## config.mk

```make
export PLATFORM = sky130hd
export DESIGN_NAME = scti_interp
export DESIGN_NICKNAME = d
export VERILOG_FILES = /design/src/rtl/core/scti_pkg.sv /design/src/rtl/core/scti_interp.sv
export SDC_FILE = /design/constraint.sdc
export NUM_CORES = 1
export LEC_CHECK = 0
export BUFFER_PORTS_ARGS = -buffer_cell sky130_fd_sc_hd__buf_2
export CAP_MARGIN = 30
export CELL_PAD_IN_SITES_DETAIL_PLACEMENT = 1
export CELL_PAD_IN_SITES_GLOBAL_PLACEMENT = 2
export CORE_ASPECT_RATIO = 0.75
export CORE_UTILIZATION = 40
export DETAILED_ROUTE_END_ITERATION = 12
export PLACE_DENSITY = 0.93
export SYNTH_ARGS = -nofsm -noshare
export SYNTH_HDL_FRONTEND = slang
export SYNTH_SLANG_ARGS = --single-unit
```

## constraint.sdc

```tcl
create_clock -name clk -period 7.95 [get_ports clk]
set_input_delay 0.3975 -clock clk [delete_from_list [all_inputs] [get_ports clk]]
set_output_delay 0.3975 -clock clk [all_outputs]
set_load 0.05 [all_outputs]
```

## src/rtl/core/scti_pkg.sv

```systemverilog
// ============================================================================
// scti_pkg
// Shared constants, types and the sine table builder for the table-based
// sine/cosine interpolator.
// ============================================================================
package scti_pkg;

    // Field widths and fixed-point formats
    localparam int ANGLE_W          = 24;
    localparam int VALUE_W          = 16;
    localparam int ANGLE_FRAC_BITS  = 8;
    localparam int RESULT_FRAC_BITS = 15;
    localparam int TABLE_ENTRIES    = 361;
    localparam int ROM_FRAC_BITS    = 30;
    localparam int ROM_W            = 32;

    // Function select codes
    localparam logic FUNC_SINE   = 1'b0;
    localparam logic FUNC_COSINE = 1'b1;

    // Angles in whole degrees
    localparam int DEG_FULL          = 360;
    localparam int DEG_QUARTER       = 90;
    localparam int DEG_THREE_QUARTER = 270;

    // Angle reduction: one turn in fixed point, and a whole number of turns
    // added up front so that the dividend is never negative.
    localparam int PERIOD    = DEG_FULL << ANGLE_FRAC_BITS;
    localparam int REM_W     = $clog2(PERIOD);
    localparam int OFFSET    = ((2 ** (ANGLE_W - 1) + PERIOD - 1) / PERIOD) * PERIOD;
    localparam int AOFF_W    = $clog2(2 ** (ANGLE_W - 1) + OFFSET);
    localparam int MAX_QUOT  = (2 ** (ANGLE_W - 1) - 1 + OFFSET) / PERIOD;
    localparam int QUOT_W    = $clog2(MAX_QUOT + 1);

    // Reciprocal of the period, rounded up; exact for every dividend below
    // 2^AOFF_W because the rounding error times the dividend stays below
    // 2^RECIP_SHIFT.
    localparam int RECIP_SHIFT = AOFF_W + REM_W;
    localparam longint unsigned RECIP_MULT =
        ((64'd1 << RECIP_SHIFT) + 64'(PERIOD) - 64'd1) / 64'(PERIOD);
    localparam int MULT_W = $clog2(RECIP_MULT + 64'd1);

    // Table addressing
    localparam int ADDR_W = $clog2(TABLE_ENTRIES);
    localparam int IDX_W  = REM_W - ANGLE_FRAC_BITS;

    // Interpolation and rounding
    localparam int DIFF_W      = ROM_W + 1;
    localparam int PROD_W      = DIFF_W + ANGLE_FRAC_BITS + 1;
    localparam int ACC_W       = PROD_W + 1;
    localparam int ROUND_SHIFT = ROM_FRAC_BITS + ANGLE_FRAC_BITS - RESULT_FRAC_BITS;
    localparam int SAT_LIM     = (RESULT_FRAC_BITS >= 15) ? 32767 :
                                 (2 ** RESULT_FRAC_BITS) - 1;

    // Pipeline stages
    localparam int NUM_STAGES = 6;
    localparam int STG_IN     = 0;
    localparam int STG_QUOT   = 1;
    localparam int STG_REM    = 2;
    localparam int STG_ROM    = 3;
    localparam int STG_PROD   = 4;
    localparam int STG_OUT    = 5;

    typedef logic signed [ROM_W-1:0]             rom_word_t;
    typedef logic [TABLE_ENTRIES-1:0][ROM_W-1:0] rom_image_t;

    typedef struct packed {
        logic [NUM_STAGES-1:0] load;
        logic [NUM_STAGES-1:0] full;
    } pipe_ctrl_t;

    localparam longint unsigned Q62_ONE = 64'h4000_0000_0000_0000;
    localparam longint unsigned LO_MASK = 64'h0000_0000_FFFF_FFFF;

    // Restoring long division; it only runs while the table is built.
    function automatic longint unsigned udiv64(longint unsigned num,
                                               longint unsigned den);
        longint unsigned quo, part;
        quo  = 64'd0;
        part = 64'd0;
        for (int b = 63; b >= 0; b--) begin
            part = {part[62:0], num[b]};
            if (part >= den) begin
                part   = part - den;
                quo[b] = 1'b1;
            end
        end
        return quo;
    endfunction

    // (a * b) >> 62 built from 32-bit halves
    function automatic longint unsigned mul_q62(longint unsigned a, longint unsigned b);
        longint unsigned ah, al, bh, bl, lo, m1, m2, hi, t, lo64, hi64;
        ah   = a >> 32;
        al   = a & LO_MASK;
        bh   = b >> 32;
        bl   = b & LO_MASK;
        lo   = al * bl;
        m1   = ah * bl;
        m2   = al * bh;
        hi   = ah * bh;
        t    = (lo >> 32) + (m1 & LO_MASK) + (m2 & LO_MASK);
        lo64 = (t << 32) | (lo & LO_MASK);
        hi64 = hi + (m1 >> 32) + (m2 >> 32) + (t >> 32);
        return (hi64 << 2) | (lo64 >> 62);
    endfunction

    // atan(1/n) in Q62 by its alternating series
    function automatic longint unsigned atan_inv_q62(longint unsigned n);
        longint unsigned p, sum, n2, k;
        bit              neg;
        p   = udiv64(Q62_ONE, n);
        sum = p;
        n2  = n * n;
        k   = 64'd1;
        neg = 1'b1;
        p   = udiv64(p, n2);
        while (p != 64'd0) begin
            if (neg)
                sum = sum - udiv64(p, 64'd2 * k + 64'd1);
            else
                sum = sum + udiv64(p, 64'd2 * k + 64'd1);
            neg = !neg;
            k   = k + 64'd1;
            p   = udiv64(p, n2);
        end
        return sum;
    endfunction

    // sin(x) in Q62 on the first quadrant by its Taylor series
    function automatic longint unsigned sin_q62(longint unsigned x);
        longint unsigned x2, term, sum, n;
        bit              neg;
        x2   = mul_q62(x, x);
        term = x;
        sum  = x;
        neg  = 1'b1;
        for (n = 64'd3; n <= 64'd31; n = n + 64'd2) begin
            term = udiv64(mul_q62(term, x2), (n - 64'd1) * n);
            if (neg)
                sum = sum - term;
            else
                sum = sum + term;
            neg = !neg;
        end
        return sum;
    endfunction

    // One-degree sine table in Q2.30, closed by entry 360 = entry 0.
    function automatic rom_image_t build_sin_table();
        rom_image_t      img;
        longint unsigned one_deg, mag;
        longint          v;
        int              k, q, m, j;
        img     = '0;
        one_deg = (64'd4 * atan_inv_q62(64'd5) - atan_inv_q62(64'd239)) / 64'd45;
        for (k = 0; k < DEG_FULL; k++) begin
            q   = k / DEG_QUARTER;
            m   = k % DEG_QUARTER;
            j   = (q % 2 == 1) ? (DEG_QUARTER - m) : m;
            mag = sin_q62(one_deg * 64'(j));
            v   = longint'((mag + (64'd1 << 31)) >> 32);
            img[k] = ROM_W'((q >= 2) ? -v : v);
        end
        img[DEG_FULL] = img[0];
        return img;
    endfunction

endpackage

```

## src/rtl/core/scti_interp.sv

```systemverilog
// ============================================================================
// scti_interp
// Linear interpolation between neighboring table entries, followed by
// rounding half up and symmetric saturation.
// ============================================================================
module scti_interp (
    input  logic                                     clk,
    input  logic                                     rst_n,
    input  scti_pkg::pipe_ctrl_t                     ctrl,
    input  logic [scti_pkg::ANGLE_FRAC_BITS-1:0]     frac,
    input  scti_pkg::rom_word_t                      data_a,
    input  scti_pkg::rom_word_t                      data_b,
    output logic signed [scti_pkg::VALUE_W-1:0]      value
);
    import scti_pkg::*;

    localparam logic signed [ACC_W-1:0] ROUND_HALF =
        ACC_W'(64'd1 << (ROUND_SHIFT - 1));
    localparam logic signed [ACC_W-1:0]   LIM_ACC = ACC_W'(SAT_LIM);
    localparam logic signed [VALUE_W-1:0] LIM_V   = VALUE_W'(SAT_LIM);

    logic [ANGLE_FRAC_BITS-1:0] frac_reg;

    logic signed [DIFF_W-1:0]   diff;
    logic signed [PROD_W-1:0]   prod_next;
    logic signed [PROD_W-1:0]   prod_reg;
    rom_word_t                  base_reg;

    logic signed [ACC_W-1:0]    acc;
    logic signed [ACC_W-1:0]    rnd;
    logic signed [VALUE_W-1:0]  value_next;
    logic signed [VALUE_W-1:0]  value_reg;

    assign diff      = DIFF_W'(data_b) - DIFF_W'(data_a);
    assign prod_next = PROD_W'(diff) * PROD_W'($signed({1'b0, frac_reg}));

    // The floor of a biased value gives rounding half toward plus infinity.
    assign acc = (ACC_W'(base_reg) <<< ANGLE_FRAC_BITS) + ACC_W'(prod_reg);
    assign rnd = (acc + ROUND_HALF) >>> ROUND_SHIFT;

    always_comb
    begin
        if (rnd > LIM_ACC)
            value_next = LIM_V;
        else if (rnd < -LIM_ACC)
            value_next = -LIM_V;
        else
            value_next = rnd[VALUE_W-1:0];
    end

    always_ff @(posedge clk)
    begin
        if (ctrl.load[STG_ROM])
            frac_reg <= frac;
        if (ctrl.load[STG_PROD])
        begin
            prod_reg <= prod_next;
            base_reg <= data_a;
        end
        if (ctrl.load[STG_OUT])
            value_reg <= value_next;
    end

    assign value = value_reg;

    a_value_in_range: assert property (@(posedge clk) disable iff (!rst_n)
        ctrl.full[STG_OUT] |-> (value_reg <= LIM_V) && (value_reg >= -LIM_V))
        else $error("result outside the saturation limits");

endmodule

```

==> metrics.yaml <==
min_path:
  hold_depth: 1
  hp-class: "primary input to flop"
synthesis:
  synth-edff-count: 90
  synth_warnings: 0
  synth_top_cell_by_area: "fa_1"
  synth_cells: 1650
  syn-cell-area_um2: 15300
  ys_seq_elements: 90
  yosysSeqAreaShare_pct: 17.6
  synthArstFlopShare_pct: 0
  synth_area_leaders: "fa_1, edfxtp_1, ha_1, inv_1, and2_1"
  yosysTopAreaCellShare_pct: 26.6
  synth_nets: 2117
  synth_top_flop_cell: "edfxtp_1"
  ys_types: 75
  syn_avg_cell_area_um2: 9.30
timing:
  worst_pin_slew_ns: 1.04
  finalCritPeriodShare_pct: 96.1
  finClkSkew_ns: 0.0152
  fmax_mhz: 131
  setup_violations: 0
  finalHoldViolCount: 0
  slew_headroom_pct: 31.0
  maxSlewViolCount: 0
  finalCriticalPeriod_ns: 7.64
  fin_hold_ws_ns: 0.192
  rsz0062_at_grt: "yes"
grt:
  grt_pass1_wl_mm: 69.7
  antenna_found_initial: 0
  grt_max_degree: 67
  grt_use_total_pct: 22.8
  gr-total-overflow: 0
  grt_pass1_vias: 13200
worst_setup_path:
  slowest_stage: "fa_1"
  endpoint_kind: "flop"
  crit_type: "primary input to flop"
  cp.arrival_ns: 7.75
  rr_worst_depth: 18
  cp_max_fo: 8
  start_kind: "primary input"
  crit_required_ns: 8.06
  slowest_delay_ns: 0.54
clock_network:
  cts.sinks: 90
  cts.clk_slew.worst_paths_ns: 0.07
  clk_latency_ns: 0.39
  htree_levels: 3
  root_buffer: "clkbuf_16"
  cts_buffers: 9
  clockBufferDepth: 2
  post_cts_buffers: 0
  cts_tree: "built"
run:
  max_cap_violations: 0
floorplanning:
  io_pins: 102
  die_area_um2: 39200
  initial_utilization_pct: 41.0
  core_um2: 37400
  die_h_um: 172
  num_rows: 61
  die_w_um: 228
routing:
  routedWlPerCell_um: 18.6
  vias: 12100
  drc_errors: 0
  drt_iter0_markers: 579
  firstDrtPassIters: 5
  drt-total-wl_mm: 43.0
  avgViaCountPerCell: 5.23
  ant_nets: 0
finish:
  diodes: 0
  fin_util_pct: 46.0
  nets: 2266
  drive_above_1_share_pct: 12.2
  syn_to_final_growth_pct: 12.2
  largest_reg_flops: 34
  fill_cells: 4367
  final_common_cell: "inv_1"
  final_cell_mix: "inv_1, fa_1, ha_1"
place:
  gp_congestion: 0.856
  port-buffer-count: 91
  hpwl_mm: 35.8
outcome:
  outcome: "completed"
==> worst paths after layout <==
kind	startpoint	to	slack [ns]
setup / recovery	data_a[1]	prod_reg[28]	0.31
hold / removal	frac[2]	frac_reg[2]	0.19
setup reg to reg	frac_reg[2]	prod_reg[28]	1.51
hold reg to reg	base_reg[28]	value[14]	1.05
==> layout make-up <==
type	instances	area (µm²)	area share [%]
clock buffer	9	225	1.31
clock inverter	7	83.8	0.487
inverter	325	1220	7.09
multi-input combinational	1201	11300	65.6
sequential	90	2700	15.7
tap	504	631	3.66
timing repair buffer	172	1060	6.18
==> per-layer routing <==
| layer | global-route usage, % | wire length [µm] |
|---|---|---|
| met1 | 31.5 | 20800 |
| met2 | 37.8 | 19900 |
| met3 | 3.07 | 1380 |
| met4 | 5.57 | 824 |
| met5 | 0 | 0 |
==> stage by stage <==
stage	setup WS [ns]	cells	TNS, ns	cell area, µm²
5_1_grt	-0.0299	2308	-0.0299	17200
3_3_place_gp	0.0427	2292	0	16900
2_1_floorplan	0.907	1650	0	15300
3_5_place_dp	-0.231	2292	-0.576	16900
6_report	0.310	2308	0	17200
4_1_cts	0.154	2308	0	17200
==> timing repair <==
item,CTS,global route
gates resized for setup,0,4
endpoints found under the setup margin,0,4
hold buffers,0,0
==> cell usage after synthesis (all sizes together) (17+ instances only) <==
cell type,instances
a21o,26
a21oi,82
and2,140
and3,21
clkbuf,27
edfxtp,90
fa,204
ha,177
inv,325
nand2,164
nor2,44
nor2b,32
nor3,17
o21ai,38
xnor2,50
xor2,23
==> kinds of logic after synthesis <==
kind of cell | synth area share (%)
simple gates | 17.0
compound gates | 11.1
flops | 17.6
mux | 0.130
fa+ha+maj | 41.0
xor+xnor | 4.17
buf+inv | 8.95
==> critical path, delay by kind of cell <==
kind                     cells  cell delay [ns]
AND/OR/NAND/NOR              3             0.50
AO/OA/AOI/OAI               13             3.19
buffers and inverters        6             0.44
XOR/XNOR                     2             0.65
adder cells (fa/ha/maj)      6             2.53
Power is not shown: default switching activity piles up to over one toggle a cycle in this logic, so the estimate is an artifact.
