--- src/rtl/core/scti_pkg.sv ---
// ============================================================================
// scti_pkg
// Shared constants, types and the sine table builder for the table-based
// sine/cosine interpolator.
// ============================================================================
package scti_pkg;

    // Field widths and fixed-point formats
    localparam int ANGLE_W          = 24;
    localparam int VALUE_W          = 16;
    localparam int ANGLE_FRAC_BITS  = 8;
    localparam int RESULT_FRAC_BITS = 15;
    localparam int TABLE_ENTRIES    = 361;
    localparam int ROM_FRAC_BITS    = 30;
    localparam int ROM_W            = 32;

    // Function select codes
    localparam logic FUNC_SINE   = 1'b0;
    localparam logic FUNC_COSINE = 1'b1;

    // Angles in whole degrees
    localparam int DEG_FULL          = 360;
    localparam int DEG_QUARTER       = 90;
    localparam int DEG_THREE_QUARTER = 270;

    // Angle reduction: one turn in fixed point, and a whole number of turns
    // added up front so that the dividend is never negative.
    localparam int PERIOD    = DEG_FULL << ANGLE_FRAC_BITS;
    localparam int REM_W     = $clog2(PERIOD);
    localparam int OFFSET    = ((2 ** (ANGLE_W - 1) + PERIOD - 1) / PERIOD) * PERIOD;
    localparam int AOFF_W    = $clog2(2 ** (ANGLE_W - 1) + OFFSET);
    localparam int MAX_QUOT  = (2 ** (ANGLE_W - 1) - 1 + OFFSET) / PERIOD;
    localparam int QUOT_W    = $clog2(MAX_QUOT + 1);

    // Reciprocal of the period, rounded up; exact for every dividend below
    // 2^AOFF_W because the rounding error times the dividend stays below
    // 2^RECIP_SHIFT.
    localparam int RECIP_SHIFT = AOFF_W + REM_W;
    localparam longint unsigned RECIP_MULT =
        ((64'd1 << RECIP_SHIFT) + 64'(PERIOD) - 64'd1) / 64'(PERIOD);
    localparam int MULT_W = $clog2(RECIP_MULT + 64'd1);

    // Table addressing
    localparam int ADDR_W = $clog2(TABLE_ENTRIES);
    localparam int IDX_W  = REM_W - ANGLE_FRAC_BITS;

    // Interpolation and rounding
    localparam int DIFF_W      = ROM_W + 1;
    localparam int PROD_W      = DIFF_W + ANGLE_FRAC_BITS + 1;
    localparam int ACC_W       = PROD_W + 1;
    localparam int ROUND_SHIFT = ROM_FRAC_BITS + ANGLE_FRAC_BITS - RESULT_FRAC_BITS;
    localparam int SAT_LIM     = (RESULT_FRAC_BITS >= 15) ? 32767 :
                                 (2 ** RESULT_FRAC_BITS) - 1;

    // Pipeline stages
    localparam int NUM_STAGES = 6;
    localparam int STG_IN     = 0;
    localparam int STG_QUOT   = 1;
    localparam int STG_REM    = 2;
    localparam int STG_ROM    = 3;
    localparam int STG_PROD   = 4;
    localparam int STG_OUT    = 5;

    typedef logic signed [ROM_W-1:0]             rom_word_t;
    typedef logic [TABLE_ENTRIES-1:0][ROM_W-1:0] rom_image_t;

    typedef struct packed {
        logic [NUM_STAGES-1:0] load;
        logic [NUM_STAGES-1:0] full;
    } pipe_ctrl_t;

    localparam longint unsigned Q62_ONE = 64'h4000_0000_0000_0000;
    localparam longint unsigned LO_MASK = 64'h0000_0000_FFFF_FFFF;

    // Restoring long division; it only runs while the table is built.
    function automatic longint unsigned udiv64(longint unsigned num,
                                               longint unsigned den);
        longint unsigned quo, part;
        quo  = 64'd0;
        part = 64'd0;
        for (int b = 63; b >= 0; b--) begin
            part = {part[62:0], num[b]};
            if (part >= den) begin
                part   = part - den;
                quo[b] = 1'b1;
            end
        end
        return quo;
    endfunction

    // (a * b) >> 62 built from 32-bit halves
    function automatic longint unsigned mul_q62(longint unsigned a, longint unsigned b);
        longint unsigned ah, al, bh, bl, lo, m1, m2, hi, t, lo64, hi64;
        ah   = a >> 32;
        al   = a & LO_MASK;
        bh   = b >> 32;
        bl   = b & LO_MASK;
        lo   = al * bl;
        m1   = ah * bl;
        m2   = al * bh;
        hi   = ah * bh;
        t    = (lo >> 32) + (m1 & LO_MASK) + (m2 & LO_MASK);
        lo64 = (t << 32) | (lo & LO_MASK);
        hi64 = hi + (m1 >> 32) + (m2 >> 32) + (t >> 32);
        return (hi64 << 2) | (lo64 >> 62);
    endfunction

    // atan(1/n) in Q62 by its alternating series
    function automatic longint unsigned atan_inv_q62(longint unsigned n);
        longint unsigned p, sum, n2, k;
        bit              neg;
        p   = udiv64(Q62_ONE, n);
        sum = p;
        n2  = n * n;
        k   = 64'd1;
        neg = 1'b1;
        p   = udiv64(p, n2);
        while (p != 64'd0) begin
            if (neg)
                sum = sum - udiv64(p, 64'd2 * k + 64'd1);
            else
                sum = sum + udiv64(p, 64'd2 * k + 64'd1);
            neg = !neg;
            k   = k + 64'd1;
            p   = udiv64(p, n2);
        end
        return sum;
    endfunction

    // sin(x) in Q62 on the first quadrant by its Taylor series
    function automatic longint unsigned sin_q62(longint unsigned x);
        longint unsigned x2, term, sum, n;
        bit              neg;
        x2   = mul_q62(x, x);
        term = x;
        sum  = x;
        neg  = 1'b1;
        for (n = 64'd3; n <= 64'd31; n = n + 64'd2) begin
            term = udiv64(mul_q62(term, x2), (n - 64'd1) * n);
            if (neg)
                sum = sum - term;
            else
                sum = sum + term;
            neg = !neg;
        end
        return sum;
    endfunction

    // One-degree sine table in Q2.30, closed by entry 360 = entry 0.
    function automatic rom_image_t build_sin_table();
        rom_image_t      img;
        longint unsigned one_deg, mag;
        longint          v;
        int              k, q, m, j;
        img     = '0;
        one_deg = (64'd4 * atan_inv_q62(64'd5) - atan_inv_q62(64'd239)) / 64'd45;
        for (k = 0; k < DEG_FULL; k++) begin
            q   = k / DEG_QUARTER;
            m   = k % DEG_QUARTER;
            j   = (q % 2 == 1) ? (DEG_QUARTER - m) : m;
            mag = sin_q62(one_deg * 64'(j));
            v   = longint'((mag + (64'd1 << 31)) >> 32);
            img[k] = ROM_W'((q >= 2) ? -v : v);
        end
        img[DEG_FULL] = img[0];
        return img;
    endfunction

endpackage

--- src/rtl/core/scti_reduce.sv ---
// ============================================================================
// scti_reduce
// Three-stage floored reduction of the angle modulo one turn, using a
// reciprocal multiply in place of a divider.
// ============================================================================
module scti_reduce (
    input  logic                                   clk,
    input  logic                                   rst_n,
    input  scti_pkg::pipe_ctrl_t                   ctrl,
    input  logic signed [scti_pkg::ANGLE_W-1:0]    angle,
    input  logic                                   func,
    output logic [scti_pkg::REM_W-1:0]             rem,
    output logic                                   rem_func
);
    import scti_pkg::*;

    logic [AOFF_W-1:0]        aoff_next;
    logic [AOFF_W-1:0]        aoff_reg;
    logic                     func_s1_reg;

    logic [AOFF_W+MULT_W-1:0] recip_prod;
    logic [QUOT_W-1:0]        quot_next;
    logic [QUOT_W-1:0]        quot_reg;
    logic [AOFF_W-1:0]        aoff_s2_reg;
    logic                     func_s2_reg;

    logic [AOFF_W-1:0]        rem_full;
    logic [REM_W-1:0]         rem_next;
    logic [REM_W-1:0]         rem_reg;
    logic                     func_s3_reg;

    // Whole turns are added first so the dividend is always positive.
    assign aoff_next = AOFF_W'(AOFF_W'(angle) + AOFF_W'(OFFSET));

    assign recip_prod = (AOFF_W + MULT_W)'(aoff_reg)
                      * (AOFF_W + MULT_W)'(RECIP_MULT);
    assign quot_next  = recip_prod[RECIP_SHIFT +: QUOT_W];

    assign rem_full = aoff_s2_reg - AOFF_W'(quot_reg * PERIOD);
    assign rem_next = rem_full[REM_W-1:0];

    always_ff @(posedge clk)
    begin
        if (ctrl.load[STG_IN])
        begin
            aoff_reg    <= aoff_next;
            func_s1_reg <= func;
        end
        if (ctrl.load[STG_QUOT])
        begin
            quot_reg    <= quot_next;
            aoff_s2_reg <= aoff_reg;
            func_s2_reg <= func_s1_reg;
        end
        if (ctrl.load[STG_REM])
        begin
            rem_reg     <= rem_next;
            func_s3_reg <= func_s2_reg;
        end
    end

    assign rem      = rem_reg;
    assign rem_func = func_s3_reg;

    a_rem_below_period: assert property (@(posedge clk) disable iff (!rst_n)
        ctrl.full[STG_REM] |-> rem_reg < REM_W'(PERIOD))
        else $error("reduced angle is not below one turn");

    a_quot_not_over: assert property (@(posedge clk) disable iff (!rst_n)
        ctrl.full[STG_QUOT] |-> AOFF_W'(quot_reg * PERIOD) <= aoff_s2_reg)
        else $error("turn count overshoots the offset angle");

endmodule

--- config.mk ---
export PLATFORM = sky130hd
export DESIGN_NAME = scti_reduce
export DESIGN_NICKNAME = d
export VERILOG_FILES = /design/src/rtl/core/scti_pkg.sv /design/src/rtl/core/scti_reduce.sv
export SDC_FILE = /design/constraint.sdc
export NUM_CORES = 1
export LEC_CHECK = 0
export BUFFER_PORTS_ARGS = -buffer_cell sky130_fd_sc_hd__buf_2
export CAP_MARGIN = 20
export CORE_UTILIZATION = 50
export DETAILED_ROUTE_END_ITERATION = 12
export GPL_TIMING_DRIVEN = 0
export PLACE_DENSITY = 0.7
export SLEW_MARGIN = 20
export SYNTH_ARGS = -nofsm -noshare
export SYNTH_HDL_FRONTEND = slang
export SYNTH_SLANG_ARGS = --single-unit
--- constraint.sdc ---
create_clock -name clk -period 6 [get_ports clk]
set_clock_uncertainty 0.15 [all_clocks]
set_input_delay 0.3 -clock clk [delete_from_list [all_inputs] [get_ports clk]]
set_output_delay 0.3 -clock clk [all_outputs]
set_load 0.1 [all_outputs]
==> summary.md <==
| Metric | Value |
|---|---|
| Run status | finished, violations left |
| Failing checks | setup timing |
| Critical path required time | 5.98 ns |
| H-tree Lvls | 3 |
| Largest net degree at the start of global routing | 27 |
| Largest register FFs | 25 |
| Final worst-path cycle share | 105% |
| DR WL/cell | 20.4 um |
| Most common cell after layout, fill and taps aside | inv_1 |
| Share of cells above drive strength 1 | 24.7% |
| Mapped Cells | 1034 |
| Final Hold Vio Count | 0 |
| Clk root buf | clkbuf_16 |
| Max-slew violation count | 0 |
| Worst skew pair latency | 0.35 ns |
| Full die area | 22700 um^2 |
| Fillers | 1562 |
| First-pass GRT wire length | 44000 um |
| Ports | 57 |
| Non-filler cells, final | 1471 |
| Crit-path max FO | 6 |
| DR vias/cell | 5.39 |
| Synth async-reset ratio | 0% |
| # clock sinks | 68 |
| Crit Path Category | register to register |
| Hpwl dp | 22800 um |
| Reg area | 2040 um^2 |
| Total Routing Usage GR | 26.4% |
| Slew headroom | 54.8% |
| Area occupied by multi-input gates | 8630 um^2 |
| Die H | 151 um |
| Initial antenna violation count | 1 |
| Ant diodes | 0 |
| Mean post-synth cell area | 10.7 um^2 |
| Synth Register Bits | 68 |
| Synthesized area | 11100 um^2 |
| Nets@finish | 1627 |
| Main synth FF type | edfxtp_1 |
| Max-cap viol count | 0 |
| Num CTS Buffers | 9 |
| Final TNS setup | -1.37 ns |
| RSZ-0062 raised after global routing | true |
| CP Capture Type | register |
| Drt drc | 0 |
| Total gr overflow | 0 |
| Worst Path Arrival | 6.30 ns |
| Register area share after synthesis | 18.5% |
| Worst-Margin Slew | 0.678 ns |
| Clock Tree Buf Depth | 2 |
| Number of port buffers | 46 |
| Row cnt | 54 |
| Leading cell types in the layout, fill and taps excluded | 306 x inv_1, 179 x ha_1, 157 x fa_1 |
| Setup crit start kind | register |
| DR pass1 iterations | 5 |
| Met3 wire len | 1730 um |
| Fmax | 0.158 GHz |
| Highest Signal Layer | met5 |
| Synthesis Warnings | 0 |
| Aggregate routed wire length | 30000 um |
| Post-synth EDFFs | 68 |
| Met2 wire len | 14900 um |
| DP Area | 11700 um^2 |
| Worst Setup Slack post-DPL | -0.735 ns |
| DR vias | 7924 |
| Drt initial violations | 431 |
| Placed Cells | 1360 |
| Yosys cell types | 50 |
| Die W | 151 um |
| Placer Congestion | 0.996 |
| Tmin final | 6.32 ns |
| Initial core utilization | 50.9% |
| Final Instance Area | 13700 um^2 |
| HP Class | input pin to register |
| Final setup violation count | 6 |
| Met1 Wirelength | 11800 um |
| Reg clk slew, reported paths | 0.06 ns |
| Core area | 21800 um^2 |
| Fin worst setup slack | -0.317 ns |
| Syn nets | 1475 |
| CTS tree | yes |
| Final ANT Viol Nets | 0 |
| Syn-to-layout area delta | 23.4% |
| Vias in the first global route | 8388 |
## worst max-delay path, stage by stage, from the launching register on
cell and delay [ns]:
edfxtp_1 0.52, buf_6 0.18, ha_4 0.28, inv_1 0.06
fa_1 0.49, inv_2 0.06, ha_4 0.25, fa_2 0.62
fa_1 0.44, fa_1 0.58, inv_2 0.06, fa_2 0.61
inv_2 0.06, ha_4 0.30, nand4_1 0.11, buf_6 0.16
a21oi_2 0.11, o21ai_1 0.12, o211a_1 0.17, buf_4 0.14
buf_6 0.11, o2111ai_2 0.16, mux2i_2 0.12, nor3_4 0.25
## synth_stat cells (2+ instances only)
library cell	count	area [um^2]
nor3_1	7	35.0
nor2_1	13	48.8
xor2_1	5	43.8
clkbuf_1	5	18.8
a21oi_1	34	170
o21ai_1	7	35.0
nand3_1	13	65.1
and4_1	4	35.0
o31ai_1	2	15.0
and3_1	2	12.5
edfxtp_1	68	2040
xnor2_1	25	219
a31oi_1	6	37.5
fa_1	174	3480
o21ai_0	13	65.1
nand2_1	19	71.3
a21o_1	14	105
nor2b_1	4	25.0
o21a_1	3	22.5
ha_1	228	2850
o2111ai_1	2	17.5
a41o_1	2	20.0
nor4_1	2	12.5
a221o_1	4	40.0
nand4_1	15	93.8
inv_1	339	1270
## logic make-up after synthesis
kind of cell | after synthesis | synth area share, %
AO/OA/AOI/OAI | 103 | 6.06
XOR/XNOR | 30 | 2.38
adder cells (fa/ha/maj) | 402 | 57.3
buffers and inverters | 344 | 11.7
flip-flops | 68 | 18.5
multiplexers | 1 | 0.0905
AND/OR/NAND/NOR | 86 | 4.07
## what timing repair did
action	in CTS	in global routing
hold endpoints to repair	13	0
setup endpoints to repair	6	6
pin swaps	84	74
hold buffers	13	0
buffers inserted	55	29
resized for setup	111	69
## through the flow
stage          hold slack [ns]  utilization [%]
2_1_floorplan            0.249                -
3_3_place_gp             0.250             53.7
6_report                0.0185             62.8
4_1_cts                0.00217             60.4
3_5_place_dp             0.256             53.7
5_1_grt                 0.0197             62.8
## layout make-up
cell class	count	area share [%]
flip-flops and latches	68	15.0
plain buffers	3	0.0825
clock buffers	9	1.65
multi-input cells	622	63.2
well taps	280	2.57
clock inverters	7	0.586
repair buffers	143	7.64
inverters	339	9.32
## path summary, 6_finish.rpt
kind	start	end	slack [ns]	cells after the start
max	aoff_reg[14]	quot_reg[4]	-0.32	23
min reg2reg	aoff_s2_reg[5]	rem[5]	0.27	0
min	angle[11]	aoff_reg[11]	0.02	1
max reg2reg	aoff_reg[14]	quot_reg[4]	-0.32	23
## per-layer routing
| metal | GRT usage (%) | up-vias |
|---|---|---|
| met3 | 4.33 | 102 |
| met5 | 0 | - |
| met2 | 46.1 | 293 |
| li1 | - | 3590 |
| met1 | 31.9 | 3937 |
| met4 | 11.8 | 2 |
Power is left out: the tool's default activity adds up to more than one toggle a clock period on the data nets, which glitch-free logic cannot reach.
